$ cat src/rtl/lpe_pkg.sv
// Shared widths, constants, control struct and helper functions for the
// Legendre polynomial evaluator. No dependencies.
package lpe_pkg;

    localparam int DEG_W   = 4;
    localparam int X_W     = 18;
    localparam int SLOPE_W = 24;
    localparam int AX_W    = 24;
    localparam int OPA_W   = 32;
    localparam int OPB_W   = 25;
    localparam int PROD_W  = OPA_W + OPB_W;
    localparam int ACC_W   = 48;
    localparam int QUO_W   = PROD_W - 24;
    localparam int RECIP_W = 24;

    localparam int DEF_MAX_DEGREE = 15;
    localparam logic [DEG_W-1:0] DEGREE_RESET = 4'd5;

    localparam int ONE_Q16     = 65536;
    localparam int VAL_LIMIT   = 65536;
    localparam int SLOPE_LIMIT = 7864320;

    localparam logic [1:0] ACC_HOLD  = 2'd0;
    localparam logic [1:0] ACC_LOAD  = 2'd1;
    localparam logic [1:0] ACC_ADD16 = 2'd2;
    localparam logic [1:0] ACC_SUB16 = 2'd3;

    typedef struct packed {
        logic       mul_en;
        logic [1:0] acc_op;
        logic       n16_en;
    } lpe_ctrl_t;

    // round(2^24 / k) for k >= 2
    function automatic logic [RECIP_W-1:0] recip(input logic [DEG_W-1:0] k);
        logic [RECIP_W-1:0] r;
        case (k)
            4'd2:    r = 24'd8388608;
            4'd3:    r = 24'd5592405;
            4'd4:    r = 24'd4194304;
            4'd5:    r = 24'd3355443;
            4'd6:    r = 24'd2796203;
            4'd7:    r = 24'd2396745;
            4'd8:    r = 24'd2097152;
            4'd9:    r = 24'd1864135;
            4'd10:   r = 24'd1677722;
            4'd11:   r = 24'd1525201;
            4'd12:   r = 24'd1398101;
            4'd13:   r = 24'd1290555;
            4'd14:   r = 24'd1198373;
            4'd15:   r = 24'd1118481;
            default: r = '0;
        endcase
        return r;
    endfunction

    function automatic logic signed [X_W-1:0] clamp_val(input logic signed [QUO_W-1:0] q);
        logic signed [X_W-1:0] r;
        if (q > QUO_W'(VAL_LIMIT)) begin
            r = X_W'(VAL_LIMIT);
        end else if (q < -QUO_W'(VAL_LIMIT)) begin
            r = -X_W'(VAL_LIMIT);
        end else begin
            r = X_W'(q);
        end
        return r;
    endfunction

    function automatic logic signed [SLOPE_W-1:0] clamp_slope(
        input logic signed [QUO_W-1:0] q);
        logic signed [SLOPE_W-1:0] r;
        if (q > QUO_W'(SLOPE_LIMIT)) begin
            r = SLOPE_W'(SLOPE_LIMIT);
        end else if (q < -QUO_W'(SLOPE_LIMIT)) begin
            r = -SLOPE_W'(SLOPE_LIMIT);
        end else begin
            r = SLOPE_W'(q);
        end
        return r;
    endfunction

endpackage

$ cat src/rtl/lpe_mac.sv
// Shared multiply-accumulate unit: registered product, accumulator and
// rounding to Q.16 / by 2^24. Depends on lpe_pkg.
module lpe_mac (
    input  logic                                 aclk,
    input  lpe_pkg::lpe_ctrl_t                   ctrl,
    input  logic signed [lpe_pkg::OPA_W-1:0]     op_a,
    input  logic signed [lpe_pkg::OPB_W-1:0]     op_b,
    output logic signed [lpe_pkg::PROD_W-1:0]    prod,
    output logic signed [lpe_pkg::OPA_W-1:0]     n16,
    output logic signed [lpe_pkg::QUO_W-1:0]     quo
);
    import lpe_pkg::*;

    logic signed [PROD_W-1:0] prod_reg, prod_next;
    logic signed [ACC_W-1:0]  acc_reg, acc_next;
    logic signed [OPA_W-1:0]  n16_reg, n16_next;
    logic [ACC_W-1:0]         acc_rnd;
    logic [PROD_W-1:0]        prod_rnd;

    // round half away from zero: add half, less one when negative, then shift
    assign acc_rnd  = acc_reg + ACC_W'(2 ** 15) - ACC_W'(acc_reg[ACC_W-1]);
    assign prod_rnd = prod_reg + PROD_W'(2 ** 23) - PROD_W'(prod_reg[PROD_W-1]);

    always_comb begin
        prod_next = ctrl.mul_en ? op_a * op_b : prod_reg;
        n16_next  = ctrl.n16_en ? acc_rnd[ACC_W-1:16] : n16_reg;
        case (ctrl.acc_op)
            ACC_LOAD:  acc_next = prod_reg[ACC_W-1:0];
            ACC_ADD16: acc_next = acc_reg + {prod_reg[ACC_W-17:0], 16'b0};
            ACC_SUB16: acc_next = acc_reg - {prod_reg[ACC_W-17:0], 16'b0};
            default:   acc_next = acc_reg;
        endcase
    end

    always_ff @(posedge aclk) begin
        prod_reg <= prod_next;
        acc_reg  <= acc_next;
        n16_reg  <= n16_next;
    end

    assign prod = prod_reg;
    assign n16  = n16_reg;
    assign quo  = prod_rnd[PROD_W-1:24];

endmodule

$ cat src/rtl/legendre_polynomial_evaluator.sv
// Top level: sequencer, recurrence history and output register around lpe_mac.
// Depends on lpe_pkg and lpe_mac.
//
//  channel | ports                                              | dir
//  --------+----------------------------------------------------+----
//  input   | s_valid s_ready s_x_value                          | in
//  result  | m_valid m_ready m_order m_poly_value m_poly_slope m_last | out
//  config  | cfg_valid cfg_ready cfg_degree                     | in
//
// One item yields n+1 results (n = degree, capped at MAX_DEGREE). After the
// accept cycle it passes S_EMIT0 and, for n > 0, S_EMIT1; each further
// degree step runs S_C0 to S_C9, eight of them multiplies on the single
// shared multiplier/accumulator.
// A result waiting on m_ready stalls the sequencer at its emit state.
// Synchronous active-low reset; degree resets to 5.
module legendre_polynomial_evaluator #(
    parameter int MAX_DEGREE = lpe_pkg::DEF_MAX_DEGREE
) (
    input  logic                                  aclk,
    input  logic                                  aresetn,
    input  logic                                  s_valid,
    output logic                                  s_ready,
    input  logic signed [lpe_pkg::X_W-1:0]        s_x_value,
    output logic                                  m_valid,
    input  logic                                  m_ready,
    output logic [lpe_pkg::DEG_W-1:0]             m_order,
    output logic signed [lpe_pkg::X_W-1:0]        m_poly_value,
    output logic signed [lpe_pkg::SLOPE_W-1:0]    m_poly_slope,
    output logic                                  m_last,
    input  logic                                  cfg_valid,
    output logic                                  cfg_ready,
    input  logic [lpe_pkg::DEG_W-1:0]             cfg_degree
);
    import lpe_pkg::*;

    localparam logic [3:0] S_IDLE  = 4'd0;
    localparam logic [3:0] S_EMIT0 = 4'd1;
    localparam logic [3:0] S_EMIT1 = 4'd2;
    localparam logic [3:0] S_C0    = 4'd3;
    localparam logic [3:0] S_C1    = 4'd4;
    localparam logic [3:0] S_C2    = 4'd5;
    localparam logic [3:0] S_C3    = 4'd6;
    localparam logic [3:0] S_C4    = 4'd7;
    localparam logic [3:0] S_C5    = 4'd8;
    localparam logic [3:0] S_C6    = 4'd9;
    localparam logic [3:0] S_C7    = 4'd10;
    localparam logic [3:0] S_C8    = 4'd11;
    localparam logic [3:0] S_C9    = 4'd12;

    logic [3:0]                state_reg, state_next;
    logic [DEG_W-1:0]          degree_reg, degree_next;
    logic [DEG_W-1:0]          n_reg, n_next;
    logic [DEG_W-1:0]          k_reg, k_next;
    logic signed [X_W-1:0]     x_reg, x_next;
    logic signed [AX_W-1:0]    ax_reg, ax_next;
    logic signed [X_W-1:0]     p1_reg, p1_next, p2_reg, p2_next;
    logic signed [SLOPE_W-1:0] d1_reg, d1_next, d2_reg, d2_next;
    logic signed [X_W-1:0]     pnew_reg, pnew_next;
    logic                      m_valid_reg, m_valid_next;
    logic [DEG_W-1:0]          m_order_reg, m_order_next;
    logic signed [X_W-1:0]     m_value_reg, m_value_next;
    logic signed [SLOPE_W-1:0] m_slope_reg, m_slope_next;
    logic                      m_last_reg, m_last_next;

    lpe_ctrl_t                 ctrl;
    logic signed [OPA_W-1:0]   op_a;
    logic signed [OPB_W-1:0]   op_b;
    logic signed [PROD_W-1:0]  prod;
    logic signed [OPA_W-1:0]   n16;
    logic signed [QUO_W-1:0]   quo;

    logic                      out_free;
    logic                      accept;
    logic signed [X_W-1:0]     x_sat;
    logic [DEG_W-1:0]          n_sel;
    logic [DEG_W:0]            a_val;
    logic [DEG_W-1:0]          b_val;
    logic signed [SLOPE_W-1:0] dnew;

    lpe_mac u_mac (
        .aclk (aclk),
        .ctrl (ctrl),
        .op_a (op_a),
        .op_b (op_b),
        .prod (prod),
        .n16  (n16),
        .quo  (quo)
    );

    assign s_ready   = (state_reg == S_IDLE);
    assign cfg_ready = 1'b1;
    assign accept    = s_valid && s_ready;
    assign out_free  = !m_valid_reg || m_ready;

    assign x_sat = (s_x_value > X_W'(VAL_LIMIT))  ? X_W'(VAL_LIMIT) :
                   (s_x_value < -X_W'(VAL_LIMIT)) ? -X_W'(VAL_LIMIT) : s_x_value;
    assign n_sel = (int'(degree_reg) > MAX_DEGREE) ? DEG_W'(MAX_DEGREE) : degree_reg;
    assign a_val = {k_reg, 1'b0} - (DEG_W + 1)'(1);
    assign b_val = k_reg - DEG_W'(1);
    assign dnew  = clamp_slope(quo);

    // operand selection and unit control per sequencer step
    always_comb begin
        ctrl = '{mul_en: 1'b0, acc_op: ACC_HOLD, n16_en: 1'b0};
        op_a = '0;
        op_b = '0;
        case (state_reg)
            S_C0: begin
                ctrl.mul_en = 1'b1;
                op_a = OPA_W'(x_reg);
                op_b = OPB_W'(a_val);
            end
            S_C1: begin
                ctrl.mul_en = 1'b1;
                op_a = OPA_W'($signed(prod[AX_W-1:0]));
                op_b = OPB_W'(p1_reg);
            end
            S_C2: begin
                ctrl.mul_en = 1'b1;
                ctrl.acc_op = ACC_LOAD;
                op_a = OPA_W'(p2_reg);
                op_b = OPB_W'(b_val);
            end
            S_C3: begin
                ctrl.mul_en = 1'b1;
                ctrl.acc_op = ACC_SUB16;
                op_a = OPA_W'(ax_reg);
                op_b = OPB_W'(d1_reg);
            end
            S_C4: begin
                ctrl.mul_en = 1'b1;
                ctrl.acc_op = ACC_LOAD;
                ctrl.n16_en = 1'b1;
                op_a = OPA_W'(p1_reg);
                op_b = OPB_W'(a_val);
            end
            S_C5: begin
                ctrl.mul_en = 1'b1;
                ctrl.acc_op = ACC_ADD16;
                op_a = OPA_W'(d2_reg);
                op_b = OPB_W'(b_val);
            end
            S_C6: begin
                ctrl.mul_en = 1'b1;
                ctrl.acc_op = ACC_SUB16;
                op_a = n16;
                op_b = OPB_W'(recip(k_reg));
            end
            S_C7: begin
                ctrl.n16_en = 1'b1;
            end
            S_C8: begin
                ctrl.mul_en = 1'b1;
                op_a = n16;
                op_b = OPB_W'(recip(k_reg));
            end
            default: begin
                ctrl = '{mul_en: 1'b0, acc_op: ACC_HOLD, n16_en: 1'b0};
            end
        endcase
    end

    always_comb begin
        state_next   = state_reg;
        degree_next  = (cfg_valid && cfg_ready) ? cfg_degree : degree_reg;
        n_next       = n_reg;
        k_next       = k_reg;
        x_next       = x_reg;
        ax_next      = ax_reg;
        p1_next      = p1_reg;
        p2_next      = p2_reg;
        d1_next      = d1_reg;
        d2_next      = d2_reg;
        pnew_next    = pnew_reg;
        m_valid_next = m_ready ? 1'b0 : m_valid_reg;
        m_order_next = m_order_reg;
        m_value_next = m_value_reg;
        m_slope_next = m_slope_reg;
        m_last_next  = m_last_reg;
        case (state_reg)
            S_IDLE: begin
                if (accept) begin
                    x_next     = x_sat;
                    n_next     = n_sel;
                    p2_next    = X_W'(ONE_Q16);
                    d2_next    = '0;
                    p1_next    = x_sat;
                    d1_next    = SLOPE_W'(ONE_Q16);
                    state_next = S_EMIT0;
                end
            end
            S_EMIT0: begin
                if (out_free) begin
                    m_valid_next = 1'b1;
                    m_order_next = '0;
                    m_value_next = X_W'(ONE_Q16);
                    m_slope_next = '0;
                    m_last_next  = (n_reg == '0);
                    state_next   = (n_reg == '0) ? S_IDLE : S_EMIT1;
                end
            end
            S_EMIT1: begin
                if (out_free) begin
                    m_valid_next = 1'b1;
                    m_order_next = DEG_W'(1);
                    m_value_next = p1_reg;
                    m_slope_next = d1_reg;
                    m_last_next  = (n_reg == DEG_W'(1));
                    k_next       = DEG_W'(2);
                    state_next   = (n_reg == DEG_W'(1)) ? S_IDLE : S_C0;
                end
            end
            S_C1: begin
                ax_next    = prod[AX_W-1:0];
                state_next = S_C2;
            end
            S_C7: begin
                pnew_next  = clamp_val(quo);
                state_next = S_C8;
            end
            S_C9: begin
                if (out_free) begin
                    m_valid_next = 1'b1;
                    m_order_next = k_reg;
                    m_value_next = pnew_reg;
                    m_slope_next = dnew;
                    m_last_next  = (k_reg == n_reg);
                    p2_next      = p1_reg;
                    d2_next      = d1_reg;
                    p1_next      = pnew_reg;
                    d1_next      = dnew;
                    k_next       = k_reg + DEG_W'(1);
                    state_next   = (k_reg == n_reg) ? S_IDLE : S_C0;
                end
            end
            S_C0, S_C2, S_C3, S_C4, S_C5, S_C6, S_C8: begin
                state_next = state_reg + 4'd1;
            end
            default: begin
                state_next = S_IDLE;
            end
        endcase
    end

    always_ff @(posedge aclk) begin
        if (!aresetn) begin
            state_reg   <= S_IDLE;
            degree_reg  <= DEGREE_RESET;
            m_valid_reg <= 1'b0;
        end else begin
            state_reg   <= state_next;
            degree_reg  <= degree_next;
            m_valid_reg <= m_valid_next;
        end
    end

    always_ff @(posedge aclk) begin
        n_reg       <= n_next;
        k_reg       <= k_next;
        x_reg       <= x_next;
        ax_reg      <= ax_next;
        p1_reg      <= p1_next;
        p2_reg      <= p2_next;
        d1_reg      <= d1_next;
        d2_reg      <= d2_next;
        pnew_reg    <= pnew_next;
        m_order_reg <= m_order_next;
        m_value_reg <= m_value_next;
        m_slope_reg <= m_slope_next;
        m_last_reg  <= m_last_next;
    end

    assign m_valid      = m_valid_reg;
    assign m_order      = m_order_reg;
    assign m_poly_value = m_value_reg;
    assign m_poly_slope = m_slope_reg;
    assign m_last       = m_last_reg;

endmodule
$ cat config.mk
export PLATFORM = sky130hd
export DESIGN_NAME = legendre_polynomial_evaluator
export DESIGN_NICKNAME = d
export VERILOG_FILES = /design/src/rtl/lpe_pkg.sv /design/src/rtl/lpe_mac.sv /design/src/rtl/legendre_polynomial_evaluator.sv
export SDC_FILE = /design/constraint.sdc
export NUM_CORES = 2
export LEC_CHECK = 0
export BUFFER_PORTS_ARGS = -buffer_cell sky130_fd_sc_hd__buf_2
export CELL_PAD_IN_SITES_DETAIL_PLACEMENT = 1
export CELL_PAD_IN_SITES_GLOBAL_PLACEMENT = 2
export CORE_AREA = 3 3 348 350
export DETAILED_ROUTE_END_ITERATION = 7
export DIE_AREA = 0 0 351 353
export PLACE_DENSITY_LB_ADDON = 0.05
export SLEW_MARGIN = 20
export SYNTH_ARGS = -nofsm -noshare
export SYNTH_HDL_FRONTEND = slang
export SYNTH_SLANG_ARGS = --single-unit
$ cat constraint.sdc
create_clock -name aclk -period 12.7 [get_ports aclk]
set_input_delay 0.635 -clock aclk [delete_from_list [all_inputs] [get_ports aclk]]
set_output_delay 0.635 -clock aclk [all_outputs]
set_load 0.02 [all_outputs]
; ---- Word-level counts from Yosys, hierarchy flattened
; Memories as Yosys holds them, arrays and structs flattened. A register that Yosys moved wholly into a read port is not among the register bits.
; Index checks and enable logic that the tools add are counted.
[totals]
memories = 2
register_bits = 345
romBits = 768
[memory_table]
columns = name, depth, width, rd, rd_ports_with_merged_regs, wr, line_no
row1 = (name not given), 16, 24, 1, 1, 0, lpe_pkg.sv:37  ; case (k)
row2 = (name not given), 16, 24, 1, 1, 0, lpe_pkg.sv:37
[classes]
add_sub_neg = 10
order_cmp = 6
n_eq_ne = 21
reduce_logical = 24
mul = 1
muxes = 51
[op_table]
columns = operator, n
row1 = 32-bit case mux with 7 select lines, 1
row2 = 24-bit 2-to-1 mux, 7
row3 = 25-bit case mux with 6 select lines, 1
row4 = 18-bit 2-to-1 mux, 8
row5 = 48-bit case mux with 3 select lines, 1
row6 = 24-bit case mux with 2 select lines, 2
row7 = 18-bit case mux with 2 select lines, 2
row8 = 24-bit case mux with 3 select lines, 1
row9 = 57-bit by 24-bit adder with 57-bit output (second input constant), 1
row10 = 32-bit by 25-bit multiplier with 57-bit output, 1
row11 = 57-bit by 1-bit subtractor with 57-bit output, 1
row12 = 18-bit case mux with 3 select lines, 1
row13 = 48-bit by 16-bit adder with 48-bit output (second input constant), 1
row14 = 48-bit adder, 1
row15 = 48-bit by 1-bit subtractor with 48-bit output, 1
row16 = 48-bit subtractor, 1
row17 = 4-bit 2-to-1 mux, 11
row18 = 33-bit by 18-bit > comparator with 1-bit output (second input constant), 1
row19 = 33-bit by 24-bit > comparator with 1-bit output (second input constant), 1
row20 = 33-bit by 17-bit less-than comparator with 1-bit output (second input constant), 1
row21 = 33-bit by 24-bit less-than comparator with 1-bit output (second input constant), 1
row22 = 4-bit case mux with 7 select lines, 1
row23 = 4-bit == test (second input constant), 5
row24 = 18-bit > comparator (second input constant), 1
row25 = other kinds (31), 60

; ---- Depth between registers and ports, before layout
[depth]
ltp_word = 7
ltp_mapped = 39
depth_no_buf = 35

; ---- Hierarchy
; A second synthesis with hierarchy kept.
[hier_totals]
hier_cells = 5112
area_unflattened_um2 = 50228.2
[modules_own_cells]
columns = mod, area_each_um2, instances, seq_area_each_um2, cells_per_inst
row1 = lpe_mac, 39709.3, 1, 4113.9, 4284
row2 = legendre_polynomial_evaluator, 10518.8, 1, 6556.3, 828

; ---- Worst setup path after synthesis
; Ideal clock, no wire load.
[synth_path]
path_type = register -> register
from = reg state_reg[2]
to = reg u_mac.prod_reg[53], in the netlist u_mac.prod[53], data pin
required_time_ps = 12440
arrival_time_ps = 9382
path_stages_with_launch = 36
setup_slack_ps = 3058
path_cell_list = dfxtp_1 clkbuf_1 nor2b_1 and2_1 clkbuf_1 clkbuf_1 clkbuf_1 a22oi_1 nand2_1 clkbuf_1 nand2_1 fa_1 inv_1 fa_1 inv_1 fa_1 inv_1 fa_1 fa_1 fa_1 inv_1 fa_1 inv_1 ha_1 clkbuf_1 a21oi_1 or4b_1 o211a_1 o31ai_1 a31oi_1 o211ai_1 o21ai_1 a221oi_1 nand2b_1 a21oi_1 xnor2_1
[synth_between]
elab_chain_cells = 4
word_cells_on_any_way = 14
cone_classes = mul (1) / eq/ne (8) / mux (2) / reduce/logical (3)
[synth_rtl]
columns = item, line_no
row1 = "start, declared", legendre_polynomial_evaluator.sv:50  ; logic [3:0] state_reg, state_next;
row2 = "start signal, assigned", legendre_polynomial_evaluator.sv:251  ; state_reg <= state_next;
row3 = "4-bit == test, or another cell as far along", legendre_polynomial_evaluator.sv:107  ; case (state_reg)
row4 = 2-bit OR reduction (no source line), -
row5 = 32-bit case mux with 7 select lines or 25-bit case mux with 6 select lines (tied branches), legendre_polynomial_evaluator.sv:107
row6 = 32-bit by 25-bit multiplier with 57-bit output *, lpe_mac.sv:25  ; prod_next = ctrl.mul_en ? op_a * op_b : prod_reg;
row7 = "end signal, assigned", lpe_mac.sv:36  ; prod_reg <= prod_next;
row8 = "end, declared", lpe_mac.sv:14  ; logic signed [PROD_W-1:0] prod_reg, prod_next;
; Mark *: on every way between the ends. The rest lies on a longest branch, timed or not.
; A chain may end at the register's enable or synchronous reset.

; ---- Worst setup path in the final report
[layout_path]
from = reg state_reg[0]
to = reg u_mac.prod_reg[42], in the netlist u_mac.prod[42], data pin
; The elaborated chain is that of the path after synthesis.

==> out/results.ini <==
[synthesis]
ys_types=86
yosys.area.top_type=fa_1
synth_edf_count=336
async_flop_share=0
yosys_register_bits=365
syn_inst=5452
syn_nets=6627
syn_area_um2=50800
yosys_warnings=0
yosysSeqAreaShare=0.210
synth_top_area_frac=0.323
synth.top_cells.by_area=fa_1 (32%), edfxtp_1 (20%), ha_1 (8.1%), inv_1 (7.4%), nand2_1 (4.6%)
synth-main-ff-cell=edfxtp_1
avgSynthCellArea_um2=9.31

[critical_path]
crit_fanout=42
critPathLaunchType=register
critPathMaxStageDelay_ps=990
critPathKind=register to register
crit_slowest_cell=nand4_1
end_kind=register
cp.required_ps=13040
arrival_ps=12040

[sta]
fmax_mhz=85.5
hold_viol_final=0
tns_ps=0
setup_viol=0
clock_skew_ps=46.1
timing.final.crit_share=0.921
min_period_ps=11700
relSlewSlack=0.213
tightest_slew_ps=1180
rsz0062_at_grt=false
drv_slew=0

[floorplan]
io_pins=77
die_area_um2=124000
coreArea_um2=118000
rows=126
dieHeight_um=353
start_util=0.430
die_x_um=351

[grt]
grtUsageMet3=0.0485
grt_util_met1=0.422
grt_max_degree=85
grt.overflow.total=0
antenna_found_initial=10
grtUsageMet2=0.523
grt.total_usage=0.313
grt_pass1_vias=42800
top_usage_layer=met2
grt_pass1_wl_mm=286

[cells_and_area]
largest_register_ffs=57
area_growth_pct=6.89
layout_commonest_cell=inv_1
n_fill_cell=13500
drive_gt1_frac=0.0563
multi_input_area_um2=35500
post-route-util=0.460
final_cells=6997
nets=6600
final_cell_mix=inv_1 (995), fa_1 (820), nand2_1 (627)
seq_area_um2=10700

[place]
dp.cells=6919
place_hpwl_mm=155
numPortBuffers=75
gp_congestion=0.925

[power]
ir_worst_vdd_v=0.000107
p_leak_nw=25.7
power.density_nw_per_um2=77.8

[cts]
hold_buffers=0
clock_tree.root_cell=clkbuf_16
cts_max_level=2
post-cts-setup-buffers=0
cts_resized=0
path_clk_slew_ps=60
cts_buffers=39
cts_sinks=365
cts_tree=built
clk_latency_ps=600
cts_max_path_buffers=3

[drt]
vias=39900
wirelength_mm=192
via_per_inst=5.71
drtIter0Drc=3093
route.detailed.drc=1
drt-pass1-iter-count=8
routedWlPerCell_um=27.5
ant_nets=0

[outcome]
violations=design-rule violations
status=finished with violations

[hold_path]
hold_class=primary input to register

[flow_run]
maxCapViolCount=0

-- Yosys cell counts (all sizes together) (48+ instances only) --
master  instances
a21o          101
a21oi         213
a22o           51
and2          107
clkbuf        212
edfxtp        336
fa            820
ha            328
inv           996
nand2         628
nand2b         53
nand3          50
nand4          48
nor2          576
nor3           54
o21ai         127
xnor2         127
xor2           49
-- power breakdown --
part	total (mW)	switching [mW]	internal [mW]
Clock	1.14	0.545	0.600
Combinational	1.30	0.947	0.352
Sequential	1.78	0.198	1.58
-- metrics by stage --
step	hold slack [ps]	worst slack [ps]	cell area, µm²	power [mW]
final	260	1000	54300	4.22
after global routing	267	321	54300	4.39
after CTS	237	1090	54200	4.22
after detailed placement	428	1170	53000	3.07
after global placement	434	1130	53000	3.07
after floorplan	408	3060	50800	2.46
-- worst max-delay path: cells and delay by family, from the launching register on --
kind	cells	cell delay, ps
adders and majority gates	9	3640
xor gates and xnor gates	1	330
DFF	1	460
and+or+nand+nor	5	2240
AOI/OAI and AO/OA	10	3920
buffers and inverters	7	800
-- final cells by class --
cell class / count / area share
Clock buffer: 45 / 0.0186
Tap cell: 1536 / 0.0354
Multi-Input combinational cell: 3843 / 0.655
Timing Repair Buffer: 180 / 0.0219
Antenna cell: 6 / 0.000277
Sequential cell: 365 / 0.197
Clock inverter: 26 / 0.00362
Inverter: 996 / 0.0689
-- logic make-up (layout without fill, tap and decap cells) --
group | count (synthesis) | in the layout | share of synthesized area
buffers and inverters | 1244 | 1247 | 0.0928
and+or+nand+nor | 1685 | 1685 | 0.149
muxes | 11 | 11 | 0.00222
xor gates and xnor gates | 176 | 176 | 0.0304
AOI/OAI and AO/OA | 822 | 822 | 0.112
other | 1 | 7 | 0.0000739
adders and majority gates | 1148 | 1148 | 0.404
DFF | 365 | 365 | 0.210
-- worst paths after layout --
check,startpoint,endpoint,slack [ps],cells past startpoint
hold / removal,cfg_degree[0],degree_reg[0],260,3
hold reg to reg,degree_reg[1],n_reg[1],440,0
setup reg to reg,state_reg[0],u_mac.prod[42],1000,32
setup / recovery,state_reg[0],u_mac.prod[42],1000,32
-- per-layer routing --
| layer | part of all wire | vias up |
|---|---|---|
| met1 | 0.42 | 21000 |
| met4 | 0.035 | 4 |
| met3 | 0.059 | 283 |
| li1 | - | 17500 |
| met5 | 0.00013 | - |
| met2 | 0.48 | 1156 |
Power figures use the tool's default switching activity.
